**config.mk**
```make
export PLATFORM = sky130hd
export DESIGN_NAME = wsp_cfg_regs_flat
export DESIGN_NICKNAME = d
export VERILOG_FILES = /design/src/hw/rtl/wsp_pkg.sv /design/src/hw/rtl/wsp_cfg_if.sv /design/src/hw/rtl/wsp_cfg_regs.sv /design/src/flat_wrapper.sv
export SDC_FILE = /design/constraint.sdc
export NUM_CORES = 1
export LEC_CHECK = 0
export BUFFER_PORTS_ARGS = -buffer_cell sky130_fd_sc_hd__buf_2
export CORE_ASPECT_RATIO = 0.5
export CORE_MARGIN = 8
export CORE_UTILIZATION = 45
export CTS_BUF_LIST = sky130_fd_sc_hd__clkbuf_8 sky130_fd_sc_hd__clkbuf_16
export DETAILED_ROUTE_END_ITERATION = 8
export GPL_TIMING_DRIVEN = 1
export PLACE_DENSITY = 0.81
export SYNTH_ARGS = -nofsm -noshare
export SYNTH_HDL_FRONTEND = slang
export SYNTH_SLANG_ARGS = --single-unit
```
**constraint.sdc**
```tcl
create_clock -name clk -period 0.8 [get_ports clk]
set_input_delay 0.12 -clock clk [delete_from_list [all_inputs] [get_ports clk]]
set_output_delay 0.12 -clock clk [all_outputs]
set_load 0.005 [all_outputs]
```
**src/hw/rtl/wsp_pkg.sv**
```systemverilog
`default_nettype none

package wsp_pkg;

	// Field widths
	localparam int COORD_W    = 24;
	localparam int COEF_W     = 21;
	localparam int PIXEL_W    = 16;
	localparam int OFFSET_W   = 40;
	localparam int SUM_FRAC   = 22;

	// Derived widths
	localparam int COEF_ROW_W = 3 * COEF_W;
	localparam int PROD_W     = COORD_W + COEF_W;
	localparam int SUM_W      = ((PROD_W + 2 > OFFSET_W) ? PROD_W + 2 : OFFSET_W) + 1;
	localparam int QUOT_W     = SUM_W - SUM_FRAC;

	// Configuration port
	localparam int CFG_IDX_W  = 4;
	localparam int CFG_DATA_W = 64;

	typedef enum logic [CFG_IDX_W-1:0] {
		REG_X_ROW    = 4'd0,
		REG_Y_ROW    = 4'd1,
		REG_X_OFFSET = 4'd2,
		REG_Y_OFFSET = 4'd3,
		REG_MIN_X    = 4'd4,
		REG_MAX_X    = 4'd5,
		REG_MIN_Y    = 4'd6,
		REG_MAX_Y    = 4'd7
	} wsp_reg_t;

	localparam logic signed [PIXEL_W-1:0] MAX_X_RST = PIXEL_W'(639);
	localparam logic signed [PIXEL_W-1:0] MAX_Y_RST = PIXEL_W'(479);

	typedef struct packed {
		logic        [COEF_ROW_W-1:0] x_row;
		logic        [COEF_ROW_W-1:0] y_row;
		logic signed [OFFSET_W-1:0]   x_offset;
		logic signed [OFFSET_W-1:0]   y_offset;
		logic signed [PIXEL_W-1:0]    min_x;
		logic signed [PIXEL_W-1:0]    max_x;
		logic signed [PIXEL_W-1:0]    min_y;
		logic signed [PIXEL_W-1:0]    max_y;
	} wsp_cfg_t;

	typedef struct packed {
		logic signed [PROD_W-1:0] x0;
		logic signed [PROD_W-1:0] x1;
		logic signed [PROD_W-1:0] x2;
		logic signed [PROD_W-1:0] y0;
		logic signed [PROD_W-1:0] y1;
		logic signed [PROD_W-1:0] y2;
	} wsp_prod_t;

endpackage

`default_nettype wire

```
**src/hw/rtl/wsp_cfg_if.sv**
```systemverilog
`default_nettype none

interface wsp_cfg_if;
	logic                                valid;
	logic                                ready;
	logic [wsp_pkg::CFG_IDX_W-1:0]       index;
	logic [wsp_pkg::CFG_DATA_W-1:0]      data;

	modport source (output valid, output index, output data, input ready);
	modport sink (input valid, input index, input data, output ready);
endinterface

`default_nettype wire

```
**src/hw/rtl/wsp_cfg_regs.sv**
```systemverilog
`default_nettype none

module wsp_cfg_regs (
	input  wire logic          clk,
	input  wire logic          arst_n,
	wsp_cfg_if.sink            cfg,
	output wsp_pkg::wsp_cfg_t  regs
);

	wsp_pkg::wsp_cfg_t regs_q;

	assign cfg.ready = 1'b1;
	assign regs      = regs_q;

	always_ff @(posedge clk or negedge arst_n) begin
		if (!arst_n) begin
			regs_q.x_row    <= '0;
			regs_q.y_row    <= '0;
			regs_q.x_offset <= '0;
			regs_q.y_offset <= '0;
			regs_q.min_x    <= '0;
			regs_q.max_x    <= wsp_pkg::MAX_X_RST;
			regs_q.min_y    <= '0;
			regs_q.max_y    <= wsp_pkg::MAX_Y_RST;
		end else if (cfg.valid) begin
			unique case (wsp_pkg::wsp_reg_t'(cfg.index))
				wsp_pkg::REG_X_ROW:    regs_q.x_row    <= cfg.data[wsp_pkg::COEF_ROW_W-1:0];
				wsp_pkg::REG_Y_ROW:    regs_q.y_row    <= cfg.data[wsp_pkg::COEF_ROW_W-1:0];
				wsp_pkg::REG_X_OFFSET: regs_q.x_offset <= cfg.data[wsp_pkg::OFFSET_W-1:0];
				wsp_pkg::REG_Y_OFFSET: regs_q.y_offset <= cfg.data[wsp_pkg::OFFSET_W-1:0];
				wsp_pkg::REG_MIN_X:    regs_q.min_x    <= cfg.data[wsp_pkg::PIXEL_W-1:0];
				wsp_pkg::REG_MAX_X:    regs_q.max_x    <= cfg.data[wsp_pkg::PIXEL_W-1:0];
				wsp_pkg::REG_MIN_Y:    regs_q.min_y    <= cfg.data[wsp_pkg::PIXEL_W-1:0];
				wsp_pkg::REG_MAX_Y:    regs_q.max_y    <= cfg.data[wsp_pkg::PIXEL_W-1:0];
				// drop writes beyond the register list
				default: ;
			endcase
		end
	end

endmodule

`default_nettype wire

```
**src/flat_wrapper.sv**
```systemverilog
// flat-port wrapper written by rule: the top's interface ports become plain ports
module wsp_cfg_regs_flat 
  (clk, arst_n, regs, cfg_valid, cfg_index, cfg_data, cfg_ready);
  wsp_cfg_if cfg_i ();
  input  wire logic clk;
  input  wire logic arst_n;
  output wsp_pkg::wsp_cfg_t regs;
  input wire logic [$bits(cfg_i.valid)-1:0] cfg_valid;
  input wire logic [$bits(cfg_i.index)-1:0] cfg_index;
  input wire logic [$bits(cfg_i.data)-1:0] cfg_data;
  output wire logic [$bits(cfg_i.ready)-1:0] cfg_ready;
  assign cfg_i.valid = cfg_valid;
  assign cfg_i.index = cfg_index;
  assign cfg_i.data = cfg_data;
  assign cfg_ready = cfg_i.ready;
  wsp_cfg_regs u_core (.clk(clk), .arst_n(arst_n), .cfg(cfg_i), .regs(regs));
endmodule
```
==> impl_metrics.toml <==
[grt]
grt_overflow = 0
grt_first_pass_wirelength_um = 56990
antenna_found_initial = 6
grt_pass1_vias = 8962
grt_use_total_pct = 26.43
grt_start_max_net_pins = 62

[critical_path]
slowest_stage = "dfstp_2"
critPathRequiredTime_ns = 0.68
worstSetupPathType = "register to output port"
cp-end-kind = "output port"
cp_slowest_stage_delay_ns = 0.56
crit_chain = "buf_6"
crit_family = "flip-flops"
arrival_ns = 1.21
path_max_fanout = 2
worstSetupStartpointType = "register"
path_buf_inv = 1

[pwr]
design_power_total_mw = 46.56
irDropWorstVdd_mv = 1.572
p_per_area_nw_per_um2 = 2670
power.leakage_nw = 9.213

[place]
dp_hpwl_um = 21410
preCtsSetupSlack_ns = -0.7132
port_buffers = 339
globalplace.congestion = 0.7876

[yosys]
yosys_warnings = 0
synth_area_per_cell_um2 = 17.51
seq_area_frac_synth_pct = 66.72
synth_area_um2 = 10160
syn_nets = 651
ys_seq_elements = 270
syn_inst = 580
synthDistinctLibCells = 20

[clock_tree]
cts_root_buffer = "clkbuf_16"
clkSinkCount = 270
clockBufferDepth = 3
cts_tree = "done"
htreeDepth = 1
path_clk_slew_ns = 0.07
worst_skew_pair.late_latency_ns = 0.53
cts_buffers = 24

[route]
viasPerCell = 5.520
vias = 8694
drt_iter0_drc = 757
wire_per_inst_um = 28.42
post-route-drc-count = 0
drtAntennaViolNets = 0
drt_first_pass_iters = 5
totalWireLength_um = 44760

[sta]
drv_slew = 0
setup_violations = 540
skew_ns = 0
period_needed_ns = 1.325
tns_ns = -160.55
hold_viol_final = 0
setup_slack_ns = -0.5250
finalCritPeriodShare_pct = 165.6
holdWs_ns = 0.02221
fmax_mhz = 754.7
rsz0062_at_grt = "yes"

[cells_and_area]
drive_gt1_share_pct = 74.25
synthToLayoutAreaGrowth_pct = 71.71
post-route-util_pct = 79.56
nets = 1323
filler_cell_count = 1049
ff_latch_area_um2 = 6777
multi_input_area_um2 = 3996
largest_register_ffs = 270

[floorplan]
core_um2 = 21920
rows = 38
io_pins = 342
die_w_um = 228.5
initial_core_util_pct = 46.34
fp.dieArea_um2 = 27920
die_y_um = 122.2

[job]
maxCapViolations = 0

[run_status]
violations = "negative setup slack"
status = "complete, but fails checks"

[worst_hold_path]
min_path_type = "input pin to asynchronous set/reset pin"
==> synth_stat cells <==
master,instances,area [µm²]
and2b_1,2,15.01
buf_2,5,25.02
buf_4,6,45.04
buf_6,14,157.7
conb_1,1,3.750
dfrtp_1,254,6356
dfstp_2,16,420.4
mux2_1,3,33.78
mux2_2,267,3007
nand2_1,1,3.750
nand2_2,2,12.51
nand3_1,1,5.000
nand3_2,1,10.01
nand3b_1,1,7.510
nand4_2,1,12.51
nor2_1,1,3.750
nor2_2,1,6.260
nor3_1,1,5.000
nor3b_1,1,7.510
nor3b_4,1,18.77
==> cell type report <==
cell class / count / area share (%)
sequential: 270 / 38.86
timing repair buffer: 669 / 31.27
multi-input combinational: 287 / 22.92
clock inverter: 13 / 0.6744
clock buffer: 31 / 4.061
tap: 300 / 2.152
antenna: 5 / 0.07175
==> kinds of logic (layout without fill, tap and decap cells) <==
family / after synthesis / in the layout / share of synthesized area [%]
buffers and inverters: 25 / 713 / 2.242
other: 1 / 6 / 0.03692
AND/OR/NAND/NOR: 14 / 16 / 1.059
multiplexers: 270 / 270 / 29.94
flip-flops: 270 / 270 / 66.72
==> worst register-to-register path, stage by stage (launching register included) <==
cell and delay [ns]:
dfrtp_1 0.42, buf_4 0.16, buf_4 0.12, mux2_4 0.27
==> metal layers <==
metal	track usage, %	wire length (µm)	vias up
li1	-	-	3417
met3	5.114	2850	242
met4	13.72	3306	2
met1	29.59	16290	4489
met5	0	13	-
met2	48.59	22300	544
==> where the power goes <==
part	total (mW)	internal [mW]	switching (mW)
clock	12.4	6.91	5.48
combinational	15.0	9.38	5.59
sequential	19.2	17.0	2.24
total	46.6	33.3	13.3
==> cells in the final DEF, fill, tap and decap left out, drive strengths merged, types with 2 or more instances in the layout <==
master / n
buf: 598
mux2: 270
dfrtp: 254
dlygate4sd3: 64
clkbuf: 38
dfstp: 16
inv: 6
diode: 5
nand2: 5
clkinv: 4
nor3b: 2
nor2: 2
nand3: 2
bufinv: 2
and2b: 2
==> metrics by stage <==
stage                     instances  area [µm²]
after global routing           1575       17440
after global placement         1235       13220
final                          1575       17440
after CTS                      1500       16640
after floorplan                 580       10950
after detailed placement       1235       13220
==> worst paths after layout <==
path                                              start                           end  slack, ns  cells past startpoint
max                         u_core.regs[32]$_DFFE_PN1P_                      regs[32]      -0.53                      1
min                                              arst_n  u_core.regs[146]$_DFFE_PN0P_       0.02                      2
max reg2reg                u_core.regs[240]$_DFFE_PN0P_  u_core.regs[240]$_DFFE_PN0P_      -0.28                      3
min reg2reg                u_core.regs[117]$_DFFE_PN0P_  u_core.regs[117]$_DFFE_PN0P_       0.50                      1
max in group asynchronous                        arst_n  u_core.regs[169]$_DFFE_PN0P_       0.17                      4
min in group clk                           cfg_index[1]   u_core.regs[30]$_DFFE_PN0P_       0.30                      5
==> timing repair <==
item | 4_1_cts | 5_1_grt
hold endpoints to repair | 540 | 0
cloned | 18 | 10
gates resized for setup | 90 | 80
setup endpoints to repair | 439 | 539
pin swaps | 5 | 4
buffers inserted | 139 | 106
hold buffers | 64 | 0
(Power assumes the default switching activity.)
