==> src/hw/rtl/wsp_pkg.sv <==
`default_nettype none

package wsp_pkg;

	// Field widths
	localparam int COORD_W    = 24;
	localparam int COEF_W     = 21;
	localparam int PIXEL_W    = 16;
	localparam int OFFSET_W   = 40;
	localparam int SUM_FRAC   = 22;

	// Derived widths
	localparam int COEF_ROW_W = 3 * COEF_W;
	localparam int PROD_W     = COORD_W + COEF_W;
	localparam int SUM_W      = ((PROD_W + 2 > OFFSET_W) ? PROD_W + 2 : OFFSET_W) + 1;
	localparam int QUOT_W     = SUM_W - SUM_FRAC;

	// Configuration port
	localparam int CFG_IDX_W  = 4;
	localparam int CFG_DATA_W = 64;

	typedef enum logic [CFG_IDX_W-1:0] {
		REG_X_ROW    = 4'd0,
		REG_Y_ROW    = 4'd1,
		REG_X_OFFSET = 4'd2,
		REG_Y_OFFSET = 4'd3,
		REG_MIN_X    = 4'd4,
		REG_MAX_X    = 4'd5,
		REG_MIN_Y    = 4'd6,
		REG_MAX_Y    = 4'd7
	} wsp_reg_t;

	localparam logic signed [PIXEL_W-1:0] MAX_X_RST = PIXEL_W'(639);
	localparam logic signed [PIXEL_W-1:0] MAX_Y_RST = PIXEL_W'(479);

	typedef struct packed {
		logic        [COEF_ROW_W-1:0] x_row;
		logic        [COEF_ROW_W-1:0] y_row;
		logic signed [OFFSET_W-1:0]   x_offset;
		logic signed [OFFSET_W-1:0]   y_offset;
		logic signed [PIXEL_W-1:0]    min_x;
		logic signed [PIXEL_W-1:0]    max_x;
		logic signed [PIXEL_W-1:0]    min_y;
		logic signed [PIXEL_W-1:0]    max_y;
	} wsp_cfg_t;

	typedef struct packed {
		logic signed [PROD_W-1:0] x0;
		logic signed [PROD_W-1:0] x1;
		logic signed [PROD_W-1:0] x2;
		logic signed [PROD_W-1:0] y0;
		logic signed [PROD_W-1:0] y1;
		logic signed [PROD_W-1:0] y2;
	} wsp_prod_t;

endpackage

`default_nettype wire

==> src/hw/rtl/wsp_pixel_if.sv <==
`default_nettype none

interface wsp_pixel_if;
	logic                                valid;
	logic                                ready;
	logic signed [wsp_pkg::PIXEL_W-1:0]  screen_x;
	logic signed [wsp_pkg::PIXEL_W-1:0]  screen_y;

	modport source (output valid, output screen_x, output screen_y, input ready);
	modport sink (input valid, input screen_x, input screen_y, output ready);
endinterface

`default_nettype wire

==> src/hw/rtl/wsp_sum_clamp.sv <==
`default_nettype none

module wsp_sum_clamp (
	input  wire logic                 clk,
	input  wire logic                 arst_n,
	input  wire logic                 prod_valid,
	input  wire wsp_pkg::wsp_prod_t   prod,
	input  wire wsp_pkg::wsp_cfg_t    regs,
	output logic                      up_ready,
	wsp_pixel_if.source               pixel
);

	localparam int SW = wsp_pkg::SUM_W;
	localparam int QW = wsp_pkg::QUOT_W;
	localparam int PW = wsp_pkg::PIXEL_W;
	localparam int FR = wsp_pkg::SUM_FRAC;

	logic                 valid_q;
	logic signed [PW-1:0] sx_q, sy_q;
	logic signed [PW-1:0] sx, sy;

	function automatic logic signed [PW-1:0] project(
		input logic signed [wsp_pkg::PROD_W-1:0]   p0,
		input logic signed [wsp_pkg::PROD_W-1:0]   p1,
		input logic signed [wsp_pkg::PROD_W-1:0]   p2,
		input logic signed [wsp_pkg::OFFSET_W-1:0] off,
		input logic signed [PW-1:0]                lo,
		input logic signed [PW-1:0]                hi
	);
		logic signed [SW-1:0] sum;
		logic signed [SW-1:0] adj;
		logic signed [QW-1:0] q;
		logic signed [QW-1:0] lo_w;
		logic signed [QW-1:0] hi_w;
		sum  = SW'(p0) + SW'(p1) + SW'(p2) + SW'(off);
		// bias negatives so the shift truncates toward zero
		adj  = sum + (sum[SW-1] ? SW'((1 << FR) - 1) : SW'(0));
		q    = adj[SW-1:FR];
		lo_w = QW'(lo);
		hi_w = QW'(hi);
		if (q < lo_w) q = lo_w;
		if (q > hi_w) q = hi_w;
		return q[PW-1:0];
	endfunction

	assign sx = project(prod.x0, prod.x1, prod.x2, regs.x_offset, regs.min_x, regs.max_x);
	assign sy = project(prod.y0, prod.y1, prod.y2, regs.y_offset, regs.min_y, regs.max_y);

	assign up_ready = !valid_q || pixel.ready;

	always_ff @(posedge clk or negedge arst_n) begin
		if (!arst_n) begin
			valid_q <= 1'b0;
		end else if (up_ready) begin
			valid_q <= prod_valid;
		end
	end

	always_ff @(posedge clk) begin
		if (up_ready && prod_valid) begin
			sx_q <= sx;
			sy_q <= sy;
		end
	end

	assign pixel.valid    = valid_q;
	assign pixel.screen_x = sx_q;
	assign pixel.screen_y = sy_q;

endmodule

`default_nettype wire

==> src/flat_wrapper.sv <==
// flat-port wrapper written by rule: the top's interface ports become plain ports
module wsp_sum_clamp_flat 
  (clk, arst_n, prod_valid, prod, regs, up_ready, pixel_valid, pixel_screen_x, pixel_screen_y, pixel_ready);
  wsp_pixel_if pixel_i ();
  input  wire logic clk;
  input  wire logic arst_n;
  input  wire logic prod_valid;
  input  wire wsp_pkg::wsp_prod_t prod;
  input  wire wsp_pkg::wsp_cfg_t regs;
  output logic up_ready;
  output wire logic [$bits(pixel_i.valid)-1:0] pixel_valid;
  output wire logic [$bits(pixel_i.screen_x)-1:0] pixel_screen_x;
  output wire logic [$bits(pixel_i.screen_y)-1:0] pixel_screen_y;
  input wire logic [$bits(pixel_i.ready)-1:0] pixel_ready;
  assign pixel_valid = pixel_i.valid;
  assign pixel_screen_x = pixel_i.screen_x;
  assign pixel_screen_y = pixel_i.screen_y;
  assign pixel_i.ready = pixel_ready;
  wsp_sum_clamp u_core (.clk(clk), .arst_n(arst_n), .prod_valid(prod_valid), .prod(prod), .regs(regs), .up_ready(up_ready), .pixel(pixel_i));
endmodule
==> config.mk <==
export PLATFORM = sky130hd
export DESIGN_NAME = wsp_sum_clamp_flat
export DESIGN_NICKNAME = d
export VERILOG_FILES = /design/src/hw/rtl/wsp_pkg.sv /design/src/hw/rtl/wsp_pixel_if.sv /design/src/hw/rtl/wsp_sum_clamp.sv /design/src/flat_wrapper.sv
export SDC_FILE = /design/constraint.sdc
export NUM_CORES = 1
export LEC_CHECK = 0
export ABC_AREA = 1
export BUFFER_PORTS_ARGS = -buffer_cell sky130_fd_sc_hd__buf_2
export CAP_MARGIN = 25
export CELL_PAD_IN_SITES_DETAIL_PLACEMENT = 0
export CELL_PAD_IN_SITES_GLOBAL_PLACEMENT = 1
export CORE_UTILIZATION = 41
export CTS_BUF_LIST = sky130_fd_sc_hd__clkbuf_16
export CTS_CLUSTER_SIZE = 24
export DETAILED_ROUTE_END_ITERATION = 16
export PLACE_DENSITY_LB_ADDON = 0.1
export SLEW_MARGIN = 20
export SYNTH_ARGS = -nofsm -noshare
export SYNTH_HDL_FRONTEND = slang
export SYNTH_SLANG_ARGS = --single-unit
==> constraint.sdc <==
create_clock -name clk -period 6.3 [get_ports clk]
set_input_delay 1.26 -clock clk [delete_from_list [all_inputs] [get_ports clk]]
set_output_delay 1.26 -clock clk [all_outputs]
set_load 0.01 [all_outputs]
==> results.toml <==
[synth]
synth_xor_area_frac = 0.0833
netlist_instances = 3122
synth_edf_count = 32
synth_warnings = 0
synthFlopType = "edfxtp_1"
synth_compound_area_frac = 0.161
synthesis.nets = 4062
yosysSeqAreaShare = 0.0494
ys_types = 62
synth_adder_area_share = 0.283
synth.largest_area_cell = "ha_1"
synthArstFlopShare = 0.0303
ys_ff_latch = 33
synth-simple-area-share = 0.320
syn_avg_cell_area_um2 = 6.40
synth_top_family_by_area = "simple AND/OR/NAND/NOR gates"
synthMuxAreaShare = 0
synth_top_area_frac = 0.189
syn_area_mm2 = 0.0200
synth.top_cells.by_area = "ha_1 (19%), nand2_1 (14%), fa_1 (9.4%)"

[final_layout]
final_layout_size_suffix_gt1_frac = 0.435
stdcell_count = 5368
seq_area_um2 = 986
nFillCells = 4022
multi_input_area_mm2 = 0.0186
final_util = 0.707
syn_to_final_growth_pct = 69.7
nets = 5689

[detailed_routing]
num_vias = 27040
drt.antenna.violating_nets = 0
drt_iter0_drc = 1261
routed_wl_um = 82100
dr.pass1.iters = 5
avgViaCountPerCell = 5.04
drc = 0
routedWlPerCell_um = 15.3

[global_routing]
grt_max_degree = 33
gr-total-overflow = 0
grt_pass1_vias = 27502
antenna_found_initial = 3
grt_pass1_wl_um = 128000
grtUsageTotal = 0.313

[run_status]
violations = "setup timing"
run_status = "finished with violations"

[clocking]
clock_tree.root_cell = "clkbuf_16"
htreeDepth = 2
cts_sinks = 33
clk_pin_slew_ns = 0.06
cts_tree = "built"
clockBufferDepth = 2
clock_latency_ns = 0.29
cts.hold.buffers_added = 0
cts_made_buffers = 5

[sta]
finalHoldViolCount = 0
slew_headroom = 0.587
min_period_over_period = 1.86
setup_ws_ns = -5.45
tightest_slew_ns = 0.618
skew_ns = 0.00959
finalSetupViolCount = 32
fmax_ghz = 0.0851
maxSlewViolCount = 0
period_minus_slack_ns = 11.75
rsz0062_at_grt = "true"

[worst_setup_path]
path_buf_inv = 13
crit_required_ns = 6.33
path_class = "primary input to flop"
crit_top_cell = "nand2_1"
path_delay_family = "simple AND/OR/NAND/NOR gates"
slowest_stage = "fa_1"
slowest_delay_ns = 0.54
crit_path_start_kind = "primary input"
cp.arrival_ns = 11.78
cp-end-kind = "flop"
path_max_fanout = 6

[place]
finalWeightedCongestion = 1.00
dpl.cell_count = 5228
hpwl_um = 69200
portBuffers = 451

[die]
io_pins = 578
row_count = 80
start_util = 0.417
die_area_mm2 = 0.0496
die_y_um = 223
fp.dieW_um = 223
core_area_mm2 = 0.0479

[pwr]
p_per_area_mw_per_mm2 = 700
ir_drop_mv = 0.470
power.leakage_nw = 18.7

[flow_run]
drv_cap = 0

[min_path]
hold_path.class = "flop to flop"
[routing by layer]
layer,GRT usage,wire length [µm]
met1,0.349,32200
met2,0.598,42000
met3,0.0305,3930
met4,0.129,3880
met5,0,0
[worst register-to-register path, delay by kind of cell (launching register included)]
family,cells,cell delay (ns)
compound gates,1,0.54
buf+inv,1,0.23
flops,1,0.42
[path summary, 6_finish.rpt]
check                                    from                         to  slack, ns  cells after the start
max                                 prod[136]   u_core.pixel.screen_x[5]      -5.45                     79
min                        u_core.pixel.valid         u_core.pixel.valid       0.61                      2
max reg2reg                u_core.pixel.valid  u_core.pixel.screen_x[10]       4.82                      2
min reg2reg                u_core.pixel.valid         u_core.pixel.valid       0.61                      2
max in group asynchronous              arst_n         u_core.pixel.valid       5.47                      1
min in group asynchronous              arst_n         u_core.pixel.valid       0.75                      1
[layout make-up]
| cell class | count | share of cell area |
|---|---|---|
| clock inverter | 3 | 0.000517 |
| sequential | 33 | 0.0291 |
| inverter | 507 | 0.0569 |
| antenna | 3 | 0.000221 |
| timing repair buffer | 1637 | 0.337 |
| timing repair inverter | 1 | 0.000258 |
| multi-input combinational | 2564 | 0.550 |
| tap | 615 | 0.0227 |
| clock buffer | 5 | 0.00369 |
[sequential cells by signal, summed over array words and instances, names as in the netlist]
name,flops
u_core.pixel.valid,1
u_core.pixel.screen_x,16
u_core.pixel.screen_y,16
[synthesized netlist by cell type (10+ instances only)]
master    number
a211oi_1      12
a21boi_0      11
a21o_1        17
a21oi_1      282
a31oi_1       26
and2_1        31
buf_6         10
edfxtp_1      32
fa_1          94
ha_1         302
inv_1        479
inv_2         28
nand2_1      751
nand2_2       22
nand2_4       10
nand3_1      156
nand3_2       33
nand4_1       48
nor2_1       274
nor2_2        13
nor3_1        25
o211ai_1      14
o21a_1        10
o21ai_0      114
o21ai_1       15
o21bai_1      17
xnor2_1       69
xor2_1       121
[kinds of logic (layout without fill, tap and decap cells)]
| family | count (synthesis) | count (layout) |
|---|---|---|
| XOR/XNOR | 190 | 190 |
| buffers and inverters | 525 | 2153 |
| AO/OA/AOI/OAI | 562 | 562 |
| other | 0 | 3 |
| AND/OR/NAND/NOR | 1416 | 1416 |
| flip-flops | 33 | 33 |
| adder cells (fa/ha/maj) | 396 | 396 |
[placed cells by master (no fill, tap or decap), types with 17 or more instances in the layout]
master / instances
inv_1: 461
nand2_1: 692
o21ai_0: 93
o21ai_2: 18
o21ai_1: 25
a21oi_2: 33
buf_6: 29
a21oi_1: 242
nor3_1: 19
nand3_1: 107
a31oi_1: 22
nor2_1: 251
edfxtp_1: 32
ha_4: 28
nor2_2: 21
o21bai_1: 17
xor2_1: 119
nand2_4: 24
nand3_2: 73
xnor2_1: 68
buf_2: 448
buf_4: 1149
nor2_4: 19
fa_1: 92
and2_1: 23
nand2_2: 62
ha_1: 270
inv_2: 42
nand4_1: 48
a21o_1: 17
[where the power goes]
part | leakage, nW | total [mW] | internal, mW | switching [mW]
Clock | 0.0696 | 0.246 | 0.145 | 0.101
Sequential | 0.318 | 0.552 | 0.519 | 0.0327
Combinational | 18.3 | 22.9 | 11.3 | 11.6
[what timing repair did]
action                                  CTS  global route
endpoints found under the setup margin   32            32
pin swaps                               177           167
cloned                                    2             1
gates resized for setup                 169           174
setup buffers                            86            41
[through the flow]
step / worst slack [ns] / cell area, µm² / setup TNS, ns / hold WS (ns) / power (mW)
after global routing: -6.66 / 33900 / -191.52 / 0.625 / 25.8
after CTS: -4.97 / 32800 / -157.71 / 0.598 / 21.7
final: -5.45 / 33900 / -162.99 / 0.610 / 23.7
after detailed placement: -6.03 / 31200 / -182.87 / 0.582 / 19.9
after floorplan: -4.50 / 20400 / -139.37 / 0.609 / 10.8
after global placement: -5.85 / 31200 / -173.32 / 0.551 / 19.3
Note: power is estimated with default switching activity, not from simulation.
